===== src/hw/rtl/gpd_pkg.sv =====
// Shared types, constants and the sigmoid table for the 3x3 grid peak detector.
`timescale 1ns / 1ps

package gpd_pkg;

  localparam int GRID_WIDTH_DEF  = 16;
  localparam int GRID_HEIGHT_DEF = 9;

  // Four cells can be judged per input; the fifth slot is the end-of-frame marker.
  localparam int NUM_JUDGE  = 4;
  localparam int NUM_SLOT   = 5;
  localparam int MARK_SLOT  = 4;
  localparam int WIN_SIZE   = 9;
  localparam int WIN_CENTER = 4;

  localparam logic signed [15:0] BG_ONE       = 16'sd256;
  localparam logic signed [16:0] DIFF_LIMIT   = 17'sd2048;
  localparam logic [15:0]        THRESH_RESET = 16'd32768;
  localparam logic [12:0]        DIFF_OFFSET  = 13'd2048;

  typedef struct packed {
    logic signed [15:0] background_score;
    logic signed [15:0] foreground_score;
    logic               batch_end;
  } item_t;

  typedef struct packed {
    logic        detection_valid;
    logic [3:0]  cell_column;
    logic [3:0]  cell_row;
    logic [15:0] peak_confidence;
    logic        frame_done;
    logic        batch_done;
  } result_t;

  typedef struct packed {
    logic       en;
    logic       up_ok;
    logic       down_ok;
    logic       left_ok;
    logic       right_ok;
    logic [3:0] col;
    logic [3:0] row;
  } judge_ctl_t;

  // round(65536 * sigmoid(k/2 - 8)), k = 0..32; indexes past the end hold the top point
  function automatic logic [15:0] sig_point(input logic [5:0] k);
    logic [15:0] v;
    case (k)
      6'd0:    v = 16'd22;
      6'd1:    v = 16'd36;
      6'd2:    v = 16'd60;
      6'd3:    v = 16'd98;
      6'd4:    v = 16'd162;
      6'd5:    v = 16'd267;
      6'd6:    v = 16'd439;
      6'd7:    v = 16'd720;
      6'd8:    v = 16'd1179;
      6'd9:    v = 16'd1921;
      6'd10:   v = 16'd3108;
      6'd11:   v = 16'd4971;
      6'd12:   v = 16'd7812;
      6'd13:   v = 16'd11955;
      6'd14:   v = 16'd17625;
      6'd15:   v = 16'd24743;
      6'd16:   v = 16'd32768;
      6'd17:   v = 16'd40793;
      6'd18:   v = 16'd47911;
      6'd19:   v = 16'd53581;
      6'd20:   v = 16'd57724;
      6'd21:   v = 16'd60565;
      6'd22:   v = 16'd62428;
      6'd23:   v = 16'd63615;
      6'd24:   v = 16'd64357;
      6'd25:   v = 16'd64816;
      6'd26:   v = 16'd65097;
      6'd27:   v = 16'd65269;
      6'd28:   v = 16'd65374;
      6'd29:   v = 16'd65438;
      6'd30:   v = 16'd65476;
      6'd31:   v = 16'd65500;
      default: v = 16'd65514;
    endcase
    return v;
  endfunction

endpackage


===== src/hw/rtl/gpd_cell.sv =====
// One stage of the score line: holds one cell's scores and hands them on each transfer.
`timescale 1ns / 1ps

module gpd_cell (
  input  logic               clk,
  input  logic               shift,
  input  logic signed [15:0] d_fg,
  input  logic signed [15:0] d_bg,
  output logic signed [15:0] q_fg,
  output logic signed [15:0] q_bg
);

  always_ff @(posedge clk) begin
    if (shift) begin
      q_fg <= d_fg;
      q_bg <= d_bg;
    end
  end

endmodule


===== src/hw/rtl/gpd_judge.sv =====
// Two-stage judge of one cell: neighbor test and sigmoid lookup, then interpolation and threshold.
`timescale 1ns / 1ps

module gpd_judge (
  input  logic                 clk,
  input  logic                 load1,
  input  logic                 load2,
  input  gpd_pkg::judge_ctl_t  ctl,
  input  logic signed [15:0]   win [gpd_pkg::WIN_SIZE],
  input  logic signed [15:0]   bg,
  input  logic [15:0]          thr,
  output gpd_pkg::result_t     res,
  output logic                 hit_next
);
  import gpd_pkg::*;

  logic signed [16:0] diff;
  logic signed [12:0] dcl;
  logic [12:0]        off;
  logic [5:0]         idx;
  logic [15:0]        t0_c;
  logic [15:0]        t1_c;
  logic [WIN_SIZE-1:0] larger;

  logic [15:0] t0;
  logic [15:0] delta;
  logic [6:0]  frac;
  logic        ok;
  logic [3:0]  col;
  logic [3:0]  row;

  logic [22:0] prod;
  logic [23:0] rnd;
  logic [16:0] conf_sum;
  logic [15:0] conf;

  // Neighbor masks follow the window layout: rows above, center, below; columns left to right.
  for (genvar j = 0; j < WIN_SIZE; j++) begin : g_nb
    localparam int DY = j / 3;
    localparam int DX = j % 3;
    logic row_ok;
    logic col_ok;
    assign row_ok = (DY == 0) ? ctl.up_ok : ((DY == 2) ? ctl.down_ok : 1'b1);
    assign col_ok = (DX == 0) ? ctl.left_ok : ((DX == 2) ? ctl.right_ok : 1'b1);
    assign larger[j] = row_ok && col_ok && (win[j] > win[WIN_CENTER]);
  end

  always_comb begin
    diff = 17'(win[WIN_CENTER]) - 17'(bg);
    if (diff > DIFF_LIMIT) begin
      dcl = 13'sd2048;
    end else if (diff < -DIFF_LIMIT) begin
      dcl = -13'sd2048;
    end else begin
      dcl = diff[12:0];
    end
    off  = $unsigned(dcl) + DIFF_OFFSET;
    idx  = off[12:7];
    t0_c = sig_point(idx);
    t1_c = sig_point(idx + 6'd1);
  end

  always_ff @(posedge clk) begin
    if (load1) begin
      t0    <= t0_c;
      delta <= t1_c - t0_c;
      frac  <= off[6:0];
      ok    <= ctl.en && (larger == '0) && (bg != BG_ONE);
      col   <= ctl.col;
      row   <= ctl.row;
    end
  end

  always_comb begin
    prod     = 23'(delta) * 23'(frac);
    rnd      = 24'(prod) + 24'd64;
    conf_sum = 17'(t0) + 17'(rnd[23:7]);
    conf     = conf_sum[15:0];
    hit_next = ok && (conf >= thr);
  end

  always_ff @(posedge clk) begin
    if (load2) begin
      res.detection_valid <= 1'b1;
      res.cell_column     <= col;
      res.cell_row        <= row;
      res.peak_confidence <= conf;
      res.frame_done      <= 1'b0;
      res.batch_done      <= 1'b0;
    end
  end

endmodule


===== src/hw/rtl/grid_peak_detector_3x3_core.sv =====
// Streaming 3x3 peak detector on a score grid: score line, four judges, result set and output.
// Path: stage s0, judge first stage, judge results with the result set, then the output register.
// Throughput: one item per cycle while each item causes at most one result and the output is
//   not stalled; an item causing more results (up to five at a frame's last cell) holds back
//   later items while the single output register drains the set one entry per unstalled cycle.
// Reset clears counters, stage valid bits and the output; threshold returns to 0.5 (32768).
`timescale 1ns / 1ps

module grid_peak_detector_3x3_core #(
  parameter int GRID_WIDTH  = gpd_pkg::GRID_WIDTH_DEF,
  parameter int GRID_HEIGHT = gpd_pkg::GRID_HEIGHT_DEF
) (
  input  logic             clk,
  input  logic             rst,
  input  logic             item_valid,
  output logic             item_ready,
  input  gpd_pkg::item_t   item,
  output logic             result_valid,
  input  logic             result_ready,
  output gpd_pkg::result_t result,
  input  logic             cfg_valid,
  output logic             cfg_ready,
  input  logic [15:0]      cfg_data
);
  import gpd_pkg::*;

  localparam int CW        = $clog2(GRID_WIDTH);
  localparam int RW        = $clog2(GRID_HEIGHT);
  localparam int CHAIN_LEN = 2 * GRID_WIDTH + 3;
  localparam int SW        = $clog2(NUM_SLOT);

  logic [15:0] thr;

  logic [CW-1:0] col_cnt;
  logic [RW-1:0] row_cnt;
  logic          accept;
  logic          last_col;
  logic          last_row;

  logic          s0_v;
  logic [CW-1:0] s0_col;
  logic [RW-1:0] s0_row;
  logic          s0_bend;
  logic          s0_last_col;
  logic          s0_last_row;

  logic s1_v;
  logic s1_mark;
  logic s1_bend;
  logic mark_bdone;

  logic load1;
  logic load2;

  logic [NUM_SLOT-1:0] pend;
  logic [NUM_SLOT-1:0] pend_low;
  logic [NUM_SLOT-1:0] pend_left;
  logic [NUM_SLOT-1:0] hit_next;
  logic                set_free;
  logic                out_free;
  logic                take;
  logic [SW-1:0]       sel_idx;
  result_t             sel_res;
  result_t             mark_res;

  logic signed [15:0] fg_tap [CHAIN_LEN];
  logic signed [15:0] bg_tap [CHAIN_LEN];

  judge_ctl_t         ctl  [NUM_JUDGE];
  logic signed [15:0] win  [NUM_JUDGE][WIN_SIZE];
  logic signed [15:0] bgc  [NUM_JUDGE];
  result_t            jres [NUM_JUDGE];

  assign cfg_ready = 1'b1;

  always_ff @(posedge clk) begin
    if (rst) begin
      thr <= THRESH_RESET;
    end else if (cfg_valid) begin
      thr <= cfg_data;
    end
  end

  // Score line: cell 0 holds the newest cell, cell i the one i transfers older.
  for (genvar i = 0; i < CHAIN_LEN; i++) begin : g_line
    if (i == 0) begin : g_head
      gpd_cell u_cell (
        .clk  (clk),
        .shift(accept),
        .d_fg (item.foreground_score),
        .d_bg (item.background_score),
        .q_fg (fg_tap[i]),
        .q_bg (bg_tap[i])
      );
    end else begin : g_body
      gpd_cell u_cell (
        .clk  (clk),
        .shift(accept),
        .d_fg (fg_tap[i-1]),
        .d_bg (bg_tap[i-1]),
        .q_fg (fg_tap[i]),
        .q_bg (bg_tap[i])
      );
    end
  end

  // Position of the newest cell
  assign accept   = item_valid && item_ready;
  assign last_col = (col_cnt == CW'(GRID_WIDTH - 1));
  assign last_row = (row_cnt == RW'(GRID_HEIGHT - 1));

  always_ff @(posedge clk) begin
    if (rst) begin
      col_cnt <= '0;
      row_cnt <= '0;
    end else if (accept) begin
      if (last_col) begin
        col_cnt <= '0;
        row_cnt <= last_row ? '0 : row_cnt + 1'b1;
      end else begin
        col_cnt <= col_cnt + 1'b1;
      end
    end
  end

  always_ff @(posedge clk) begin
    if (accept) begin
      s0_col      <= col_cnt;
      s0_row      <= row_cnt;
      s0_bend     <= item.batch_end;
      s0_last_col <= last_col;
      s0_last_row <= last_row;
    end
  end

  // Judges: up-left of newest, up (last column), left (last row), newest (last corner).
  for (genvar k = 0; k < NUM_JUDGE; k++) begin : g_judge
    localparam int XB  = (k % 2 == 0) ? 1 : 0;
    localparam int YB  = (k < 2) ? 1 : 0;
    localparam int AGE = YB * GRID_WIDTH + XB;
    logic [CW-1:0] cx;
    logic [RW-1:0] cy;

    assign cx = s0_col - CW'(XB);
    assign cy = s0_row - RW'(YB);

    assign ctl[k].en       = ((YB == 1) ? (s0_row != '0) : s0_last_row) &&
                             ((XB == 1) ? (s0_col != '0) : s0_last_col);
    assign ctl[k].up_ok    = (cy != '0);
    assign ctl[k].down_ok  = (cy != RW'(GRID_HEIGHT - 1));
    assign ctl[k].left_ok  = (cx != '0);
    assign ctl[k].right_ok = (cx != CW'(GRID_WIDTH - 1));
    assign ctl[k].col      = 4'(cx);
    assign ctl[k].row      = 4'(cy);
    assign bgc[k]          = bg_tap[AGE];

    for (genvar j = 0; j < WIN_SIZE; j++) begin : g_tap
      localparam int DY  = j / 3 - 1;
      localparam int DX  = j % 3 - 1;
      localparam int IDX = AGE - DY * GRID_WIDTH - DX;
      // Taps that fall before the newest cell are always masked off.
      localparam int IDXC = (IDX < 0) ? 0 : IDX;
      assign win[k][j] = fg_tap[IDXC];
    end

    gpd_judge u_judge (
      .clk     (clk),
      .load1   (load1),
      .load2   (load2),
      .ctl     (ctl[k]),
      .win     (win[k]),
      .bg      (bgc[k]),
      .thr     (thr),
      .res     (jres[k]),
      .hit_next(hit_next[k])
    );
  end

  assign hit_next[MARK_SLOT] = s1_mark;

  // Result set drains lowest slot first: earlier row, then column, marker last.
  always_comb begin
    out_free  = !result_valid || result_ready;
    take      = out_free && (pend != '0);
    pend_low  = pend & (~pend + 1'b1);
    pend_left = take ? (pend & ~pend_low) : pend;
    set_free  = (pend_left == '0);
    load2     = s1_v && set_free;
    load1     = s0_v && (!s1_v || load2);
    item_ready = !s0_v || load1;

    sel_idx = '0;
    for (int i = NUM_SLOT - 1; i >= 0; i--) begin
      if (pend[i]) begin
        sel_idx = SW'(i);
      end
    end

    mark_res.detection_valid = 1'b0;
    mark_res.cell_column     = '0;
    mark_res.cell_row        = '0;
    mark_res.peak_confidence = '0;
    mark_res.frame_done      = 1'b1;
    mark_res.batch_done      = mark_bdone;

    sel_res = (sel_idx == SW'(MARK_SLOT)) ? mark_res : jres[sel_idx[1:0]];
  end

  always_ff @(posedge clk) begin
    if (load1) begin
      s1_mark <= s0_last_col && s0_last_row;
      s1_bend <= s0_bend;
    end
    if (load2) begin
      mark_bdone <= s1_bend;
    end
  end

  always_ff @(posedge clk) begin
    if (rst) begin
      s0_v         <= 1'b0;
      s1_v         <= 1'b0;
      pend         <= '0;
      result_valid <= 1'b0;
    end else begin
      if (accept) begin
        s0_v <= 1'b1;
      end else if (load1) begin
        s0_v <= 1'b0;
      end

      if (load1) begin
        s1_v <= 1'b1;
      end else if (load2) begin
        s1_v <= 1'b0;
      end

      pend <= load2 ? hit_next : pend_left;

      if (take) begin
        result_valid <= 1'b1;
      end else if (result_ready) begin
        result_valid <= 1'b0;
      end
    end
  end

  always_ff @(posedge clk) begin
    if (take) begin
      result <= sel_res;
    end
  end

  assert property (@(posedge clk) disable iff (rst)
    (col_cnt <= CW'(GRID_WIDTH - 1)) && (row_cnt <= RW'(GRID_HEIGHT - 1)))
    else $error("position counter out of grid");

  assert property (@(posedge clk) disable iff (rst)
    s0_v && s1_v && !set_free |-> !item_ready)
    else $error("input taken while the judge stages are blocked");

  assert property (@(posedge clk) disable iff (rst)
    item_valid && item_ready |=> s0_v)
    else $error("transferred item lost before judging");

  assert property (@(posedge clk) disable iff (rst)
    result_valid && result.frame_done |-> !result.detection_valid &&
    (result.peak_confidence == '0))
    else $error("end-of-frame marker carries a detection");

endmodule


===== config.mk =====
export PLATFORM = sky130hd
export DESIGN_NAME = grid_peak_detector_3x3_core
export DESIGN_NICKNAME = d
export VERILOG_FILES = /design/src/hw/rtl/gpd_pkg.sv /design/src/hw/rtl/gpd_cell.sv /design/src/hw/rtl/gpd_judge.sv /design/src/hw/rtl/grid_peak_detector_3x3_core.sv
export SDC_FILE = /design/constraint.sdc
export NUM_CORES = 2
export LEC_CHECK = 0
export BUFFER_PORTS_ARGS = -buffer_cell sky130_fd_sc_hd__buf_4
export CAP_MARGIN = 40
export CORE_MARGIN = 2
export CORE_UTILIZATION = 35
export CTS_BUF_LIST = sky130_fd_sc_hd__clkbuf_8
export DETAILED_ROUTE_END_ITERATION = 16
export PLACE_DENSITY = 0.55
export SLEW_MARGIN = 30
export SYNTH_ARGS = -nofsm -noshare
export SYNTH_HDL_FRONTEND = slang
export SYNTH_SLANG_ARGS = --single-unit

===== constraint.sdc =====
create_clock -name clk -period 40.9 [get_ports clk]
set_input_delay 8.18 -clock clk [delete_from_list [all_inputs] [get_ports clk]]
set_output_delay 8.18 -clock clk [all_outputs]
set_load 0.1 [all_outputs]

## Word level (Yosys, flattened, before mapping)

Memory sizes are Yosys's and may differ from the RTL's.
Cells that the tools add are included.

| operators by class | value |
|---|---|
| $add $sub $neg | 29 |
| multipliers | 4 |
| magnitude comparators | 41 |
| eq/ne operators | 11 |
| multiplexer cells | 35 |
| bitwise gates (word level) | 5 |
| reductions and logical operators | 87 |

Operators with widths:

| cell | number |
|---|---|
| $gt A16 B16 Y1 | 28 |
| $mux W16 | 8 |
| $mux W13 | 8 |
| $add A23 B7 Y23 const B | 4 |
| $mul A16 B7 Y23 | 4 |
| $gt A17 B13 Y1 const B | 4 |
| $lt A17 B12 Y1 const B | 4 |
| $sub A16 B16 Y17 | 4 |
| $logic_and A1 B1 Y1 | 67 |
| $add A16 B16 Y16 | 4 |
| $ge A16 B16 Y1 | 4 |
| $ne A16 B10 Y1 const B | 4 |
| $sub A16 B16 Y16 | 4 |
| $bmux W27 S2 | 1 |
| $mux W27 | 2 |
| $add A13 B12 Y13 const B | 4 |
| $logic_not A9 Y1 | 4 |
| $add A6 B1 Y6 const B | 4 |
| $ne A4 B4 Y1 const B | 4 |
| $reduce_bool A4 Y1 | 4 |
| $mux W3 | 5 |
| $and A5 B5 Y5 | 2 |
| $mux W5 | 2 |
| $not A5 Y5 | 2 |
| other kinds (15) | 31 |

| word-level totals | value |
|---|---|
| register bits | 1177 |
| bits in read-only memories | 4096 |
| memories | 8 |

Memory list:

| memory | words | bits a word | rd ports | clocked after memory_dff | write ports | line | text |
|---|---|---|---|---|---|---|---|
| (name not given) | 32 | 16 | 1 | 0 | 0 | gpd_pkg.sv:49 | `case (k)` |
| (name not given) | 32 | 16 | 1 | 0 | 0 | gpd_pkg.sv:49 |  |
| (name not given) | 32 | 16 | 1 | 0 | 0 | gpd_pkg.sv:49 |  |
| (name not given) | 32 | 16 | 1 | 0 | 0 | gpd_pkg.sv:49 |  |
| (name not given) | 32 | 16 | 1 | 0 | 0 | gpd_pkg.sv:49 |  |
| (name not given) | 32 | 16 | 1 | 0 | 0 | gpd_pkg.sv:49 |  |
| +2 memories | n/a | n/a | n/a | n/a | n/a | n/a |  |

## Logic depth before layout (Yosys ltp)

| logic depth | value |
|---|---|
| word-level depth | 13 |
| gate-level depth with buffers | 39 |
| depth with buffers taken out | 35 |

## Modules after synthesis

A second synthesis with hierarchy kept.

| unflattened totals | value |
|---|---|
| cells, all modules | 7344 |
| area total of the unflattened synthesis | 90111.4 um^2 |

Modules (own cells, without submodules):

| module | instances | cells each | area an instance (um^2) |
|---|---|---|---|
| gpd_cell | 35 | 32 | 960.9 |
| gpd_judge at g_judge[3].u_judge | 1 | 1509 | 13344.0 |
| gpd_judge at g_judge[1].u_judge | 1 | 1487 | 13193.9 |
| gpd_judge at g_judge[0].u_judge | 1 | 1483 | 13117.6 |
| gpd_judge at g_judge[2].u_judge | 1 | 1453 | 13098.8 |
| grid_peak_detector_3x3_core | 1 | 292 | 3724.8 |

## Worst setup path before layout

Ideal clock, no wire load.

| timing path | value |
|---|---|
| kind | input -> register |
| from | input port result_ready |
| to | register col_cnt[3] |
| arrival time | 31658 ps |
| data required time | 40252 ps |
| slack | 8594 ps |
| stages on the path | 12 |
| cells stage by stage | nor2b_1 clkbuf_1 nor2_1 nor2_1 o21ai_0 a21oi_1 and2_1 nand2_1 nand2_1 clkinv_1 a41oi_1 a311oi_1 |

| between the ends | value |
|---|---|
| cells in the longest elaborated chain, start to end | 9 |

Ends and longest elaborated chain:

| item | line | text |
|---|---|---|
| from (decl) | grid_peak_detector_3x3_core.sv:19 | `input logic result_ready,` |
| $logic_or A1 B1 Y1 | grid_peak_detector_3x3_core.sv:183 | `out_free = !result_valid \|\| result_ready;` |
| $logic_and A1 B1 Y1 | grid_peak_detector_3x3_core.sv:184 | `take = out_free && (pend != '0);` |
| $mux W5 | grid_peak_detector_3x3_core.sv:186 | `pend_left = take ? (pend & ~pend_low) : pend;` |
| $logic_not A5 Y1 | grid_peak_detector_3x3_core.sv:187 | `set_free = (pend_left == '0);` |
| $logic_and A1 B1 Y1 | grid_peak_detector_3x3_core.sv:188 | `load2 = s1_v && set_free;` |
| $logic_or A1 B1 Y1 | grid_peak_detector_3x3_core.sv:189 | `load1 = s0_v && (!s1_v \|\| load2);` |
| $logic_and A1 B1 Y1 | grid_peak_detector_3x3_core.sv:189 |  |
| $logic_or A1 B1 Y1 | grid_peak_detector_3x3_core.sv:190 | `item_ready = !s0_v \|\| load1;` |
| net item_ready | grid_peak_detector_3x3_core.sv:16 | `output logic item_ready,` |
| $logic_and A1 B1 Y1 | grid_peak_detector_3x3_core.sv:108 | `assign accept = item_valid && item_ready;` |
| net accept | grid_peak_detector_3x3_core.sv:36 | `logic accept;` |
| to (signal assigned) | grid_peak_detector_3x3_core.sv:121 | `col_cnt <= col_cnt + 1'b1;` |
| to (decl) | grid_peak_detector_3x3_core.sv:34 | `logic [CW-1:0] col_cnt;` |

The timed path passes the listed nets, and every way through them passes these cells.
A chain may end at the register's enable or synchronous reset.

## Worst setup path after layout

| timing path | value |
|---|---|
| from | input port result_ready |
| to | output port item_ready |

| between the ends | value |
|---|---|
| cells in the longest elaborated chain, start to end | 8 |

Ends and longest elaborated chain:

| item | line |
|---|---|
| $logic_or A1 B1 Y1 | grid_peak_detector_3x3_core.sv:183 |
| $logic_and A1 B1 Y1 | grid_peak_detector_3x3_core.sv:184 |
| $mux W5 | grid_peak_detector_3x3_core.sv:186 |
| $logic_not A5 Y1 | grid_peak_detector_3x3_core.sv:187 |
| $logic_and A1 B1 Y1 | grid_peak_detector_3x3_core.sv:188 |
| $logic_or A1 B1 Y1 | grid_peak_detector_3x3_core.sv:189 |
| $logic_and A1 B1 Y1 | grid_peak_detector_3x3_core.sv:189 |
| $logic_or A1 B1 Y1 | grid_peak_detector_3x3_core.sv:190 |
| to (decl) | grid_peak_detector_3x3_core.sv:16 |

Every way passes these cells.

==> run_results.csv <==
group,metric,value,unit
clock_network,clock_latency,0.94,ns
detailed_routing,vias_per_cell,5.23,
sta,worst_clock_skew,0.0723,ns
die,initial_core_util,0.352,
yosys,async_flop_share,0,
die,fp-row-count,169,
critical_path,crit_path_end_kind,"output pin",
cells_and_area,final_cell_mix,"edfxtp_1 (1,145), ha_1 (821), inv_1 (682)",
yosys,ys.flop_type,"edfxtp_1",
critical_path,path_max_fanout,10,
yosys,yosysSeqAreaShare,0.469,
worst_hold_path,min_path_cells,0,
job,maxCapViolCount,0,
detailed_routing,dr.pass1.iters,6,
critical_path,ff2ff_path_depth,31,
critical_path,ff2ff_setup_slack,30.93,ns
yosys,syn_area,74700,sq um
die,core-area,212000,sq um
place,hpwl,146000,microns
detailed_routing,wl_per_cell,20.3,microns
clock_network,cts_resized,0,
sta,setup_ws,22.10,ns
global_route,grt.total_usage,0.178,
clock_network,cts_hold_buf,0,
yosys,synth-edff-count,1145,
cells_and_area,layout-drive-gt1-share,0.0774,
detailed_routing,drtIter0Drc,4126,
yosys,ys_types,100,
clock_network,cts_setup_buffers,0,
critical_path,critPathLaunchType,"primary input",
global_route,antenna_found_initial,8,
critical_path,critical_path_class,"primary input to output pin",
place,gp_congestion,0.900,
sta,maxSlewViolCount,0,
clock_network,cts_max_path_buffers,3,
cells_and_area,nNetsFinal,7758,
power_and_ir_drop,power_density,70.9,nW/um^2
outcome,outcome,"completed",
detailed_routing,drc,0,
yosys,synth-seq-cells,1177,
sta,tns,0,ns
sta,worstMarginPinSlew,0.871,ns
sta,finalHoldWorstSlack,0.406,ns
clock_network,cts_buffers,195,
sta,hold_violations,0,
clock_network,root_buffer,"clkbuf_8",
die,die-area,217000,sq um
yosys,syn_inst,6401,
yosys,synth_nets,7564,
global_route,grt-ovfl-total,0,
sta,min_period,18.80,ns
yosys,avgSynthCellArea,11.7,sq um
clock_network,cts.sinks,1177,
die,dieHeight,466,microns
clock_network,htreeDepth,4,
global_route,grt_max_degree,116,
power_and_ir_drop,p_total,5870,uW
power_and_ir_drop,peakVddDrop,0.000156,V
sta,finalCritPeriodShare,0.460,
sta,max_freq,53.2,MHz
sta,rsz0062_at_grt,"no",
clock_network,cts_tree,"done",
worst_hold_path,hp-start,"g_line[11].g_body.u_cell.q_fg[9]",
sta,setup_viol,0,
yosys,synth_warnings,0,
cells_and_area,fillers,20400,
worst_hold_path,hold_class,"flop to flop",
place,port-buffer-count,82,
worst_hold_path,hold_end,"g_line[12].g_body.u_cell.q_fg[9]",
die,pin_count,84,
clock_network,cts.clk_slew.worst_paths,0.06,ns
global_route,first_global_vias,49400,
power_and_ir_drop,p_leak,0.0344,uW
critical_path,cp.required,32.72,ns
critical_path,cp.arrival,10.62,ns
cells_and_area,area_growth_syn_to_layout,10.9,%
place,post-place-ws,22.13,ns
sta,max_slew_margin,0.403,
global_route,grt_pass1_wl,298000,microns
critical_path,timing.rr.start,"g_line[16].g_body.u_cell.q_fg[1]",
critical_path,r2r-end,"g_judge[1].u_judge.delta[15]",
cells_and_area,final_common_cell,"edfxtp_1",
detailed_routing,vias,50100,
die,die_w,466,microns
detailed_routing,wl,194000,microns
detailed_routing,ant_nets,0,
==> sequential cells by signal (all words and copies together), names as in the netlist, 4 cells and up <==
register	cells
col_cnt	4
g_line.g_head.u_cell.q_fg	16
g_judge.u_judge.res	80
g_judge.u_judge.frac	28
row_cnt	4
g_judge.u_judge.ok	4
g_judge.u_judge.row	8
s0_row	4
s0_col	4
thr	16
pend	5
g_line.g_body.u_cell.q_fg	544
result	27
g_line.g_body.u_cell.q_bg	272
g_line.g_head.u_cell.q_bg	16
g_judge.u_judge.col	8
g_judge.u_judge.delta	64
g_judge.u_judge.t0	64
==> worst max-delay path, cell delays in order <==
cell	delay (ns)
buf_4	0.12
nor2b_1	0.66
nor2_1	0.18
nor2_1	0.15
o21ai_0	0.10
a21oi_1	0.49
and2_1	0.31
nand2_1	0.14
buf_4	0.28
==> where the power goes <==
part	internal, uW	switching [uW]	total, uW
sequential	1560	78.4	1630
combinational	1380	1850	3230
clock	524	483	1010
==> cells by family after synthesis <==
logic type	count (synthesis)	synth area share
buffers and inverters	803	0.0409
XOR/XNOR	225	0.0266
adder cells (fa/ha/maj)	1109	0.215
AND/OR/NAND/NOR	1712	0.119
other	1	0.0000502
flip-flops	1177	0.469
AO/OA/AOI/OAI	1305	0.117
multiplexers	69	0.0125
==> worst max path at each step <==
stage / from / end
final: result_ready / item_ready
after detailed placement: result_ready / item_ready
after global routing: result_ready / item_ready
after global placement: result_ready / item_ready
after CTS: result_ready / item_ready
after floorplan: result_ready / col_cnt[3]
==> area by class of cell <==
type / count / area [sq um] / share of cell area
Antenna cell: 7 / 17.5 / 0.000212
Clock buffer: 200 / 2750 / 0.0333
Clock inverter: 147 / 1030 / 0.0124
Inverter: 631 / 2380 / 0.0287
Multi-Input combinational cell: 4421 / 36700 / 0.443
Sequential cell: 1177 / 35000 / 0.423
Tap cell: 2821 / 3530 / 0.0426
Timing Repair Buffer: 169 / 1380 / 0.0166
==> cell usage after synthesis, drive strengths merged, types with 19 or more instances <==
cell	number	share of area
a2111oi	23	0.0028
a211o	19	0.0022
a211oi	43	0.0045
a21o	123	0.012
a21oi	330	0.022
a31oi	50	0.0042
and2	405	0.034
and3	32	0.0027
buf	32	0.0021
clkbuf	140	0.0070
dfxtp	32	0.0086
edfxtp	1145	0.46
fa	288	0.077
ha	821	0.14
inv	629	0.032
mux2i	45	0.0062
nand2	331	0.017
nand2b	60	0.0050
nand3	94	0.0063
nand4	71	0.0059
nor2	359	0.018
nor2b	101	0.0085
nor3	111	0.0077
nor4	29	0.0024
o2111ai	19	0.0022
o211ai	46	0.0047
o21a	86	0.0086
o21ai	253	0.017
o21bai	22	0.0022
o22ai	22	0.0018
o31ai	23	0.0025
or2	24	0.0020
or3	46	0.0039
xnor2	156	0.018
xor2	68	0.0080
==> per-stage QoR <==
step                      utilization  std cells  cell area (sq um)
after floorplan                     -       6401              74700
after global placement          0.371       9199              78700
after detailed placement        0.372       9213              78900
after CTS                       0.390       9560              82700
after global routing            0.390       9570              82800
final                           0.390       9573              82800
==> routing by layer <==
metal,vias to the layer above,routed length (microns),global-route usage
met5,-,11,0
met4,2,5430,0.0550
met3,268,10700,0.0277
met2,1417,84400,0.268
met1,24700,93700,0.261
li1,23700,-,-
(Power assumes the default switching activity.)
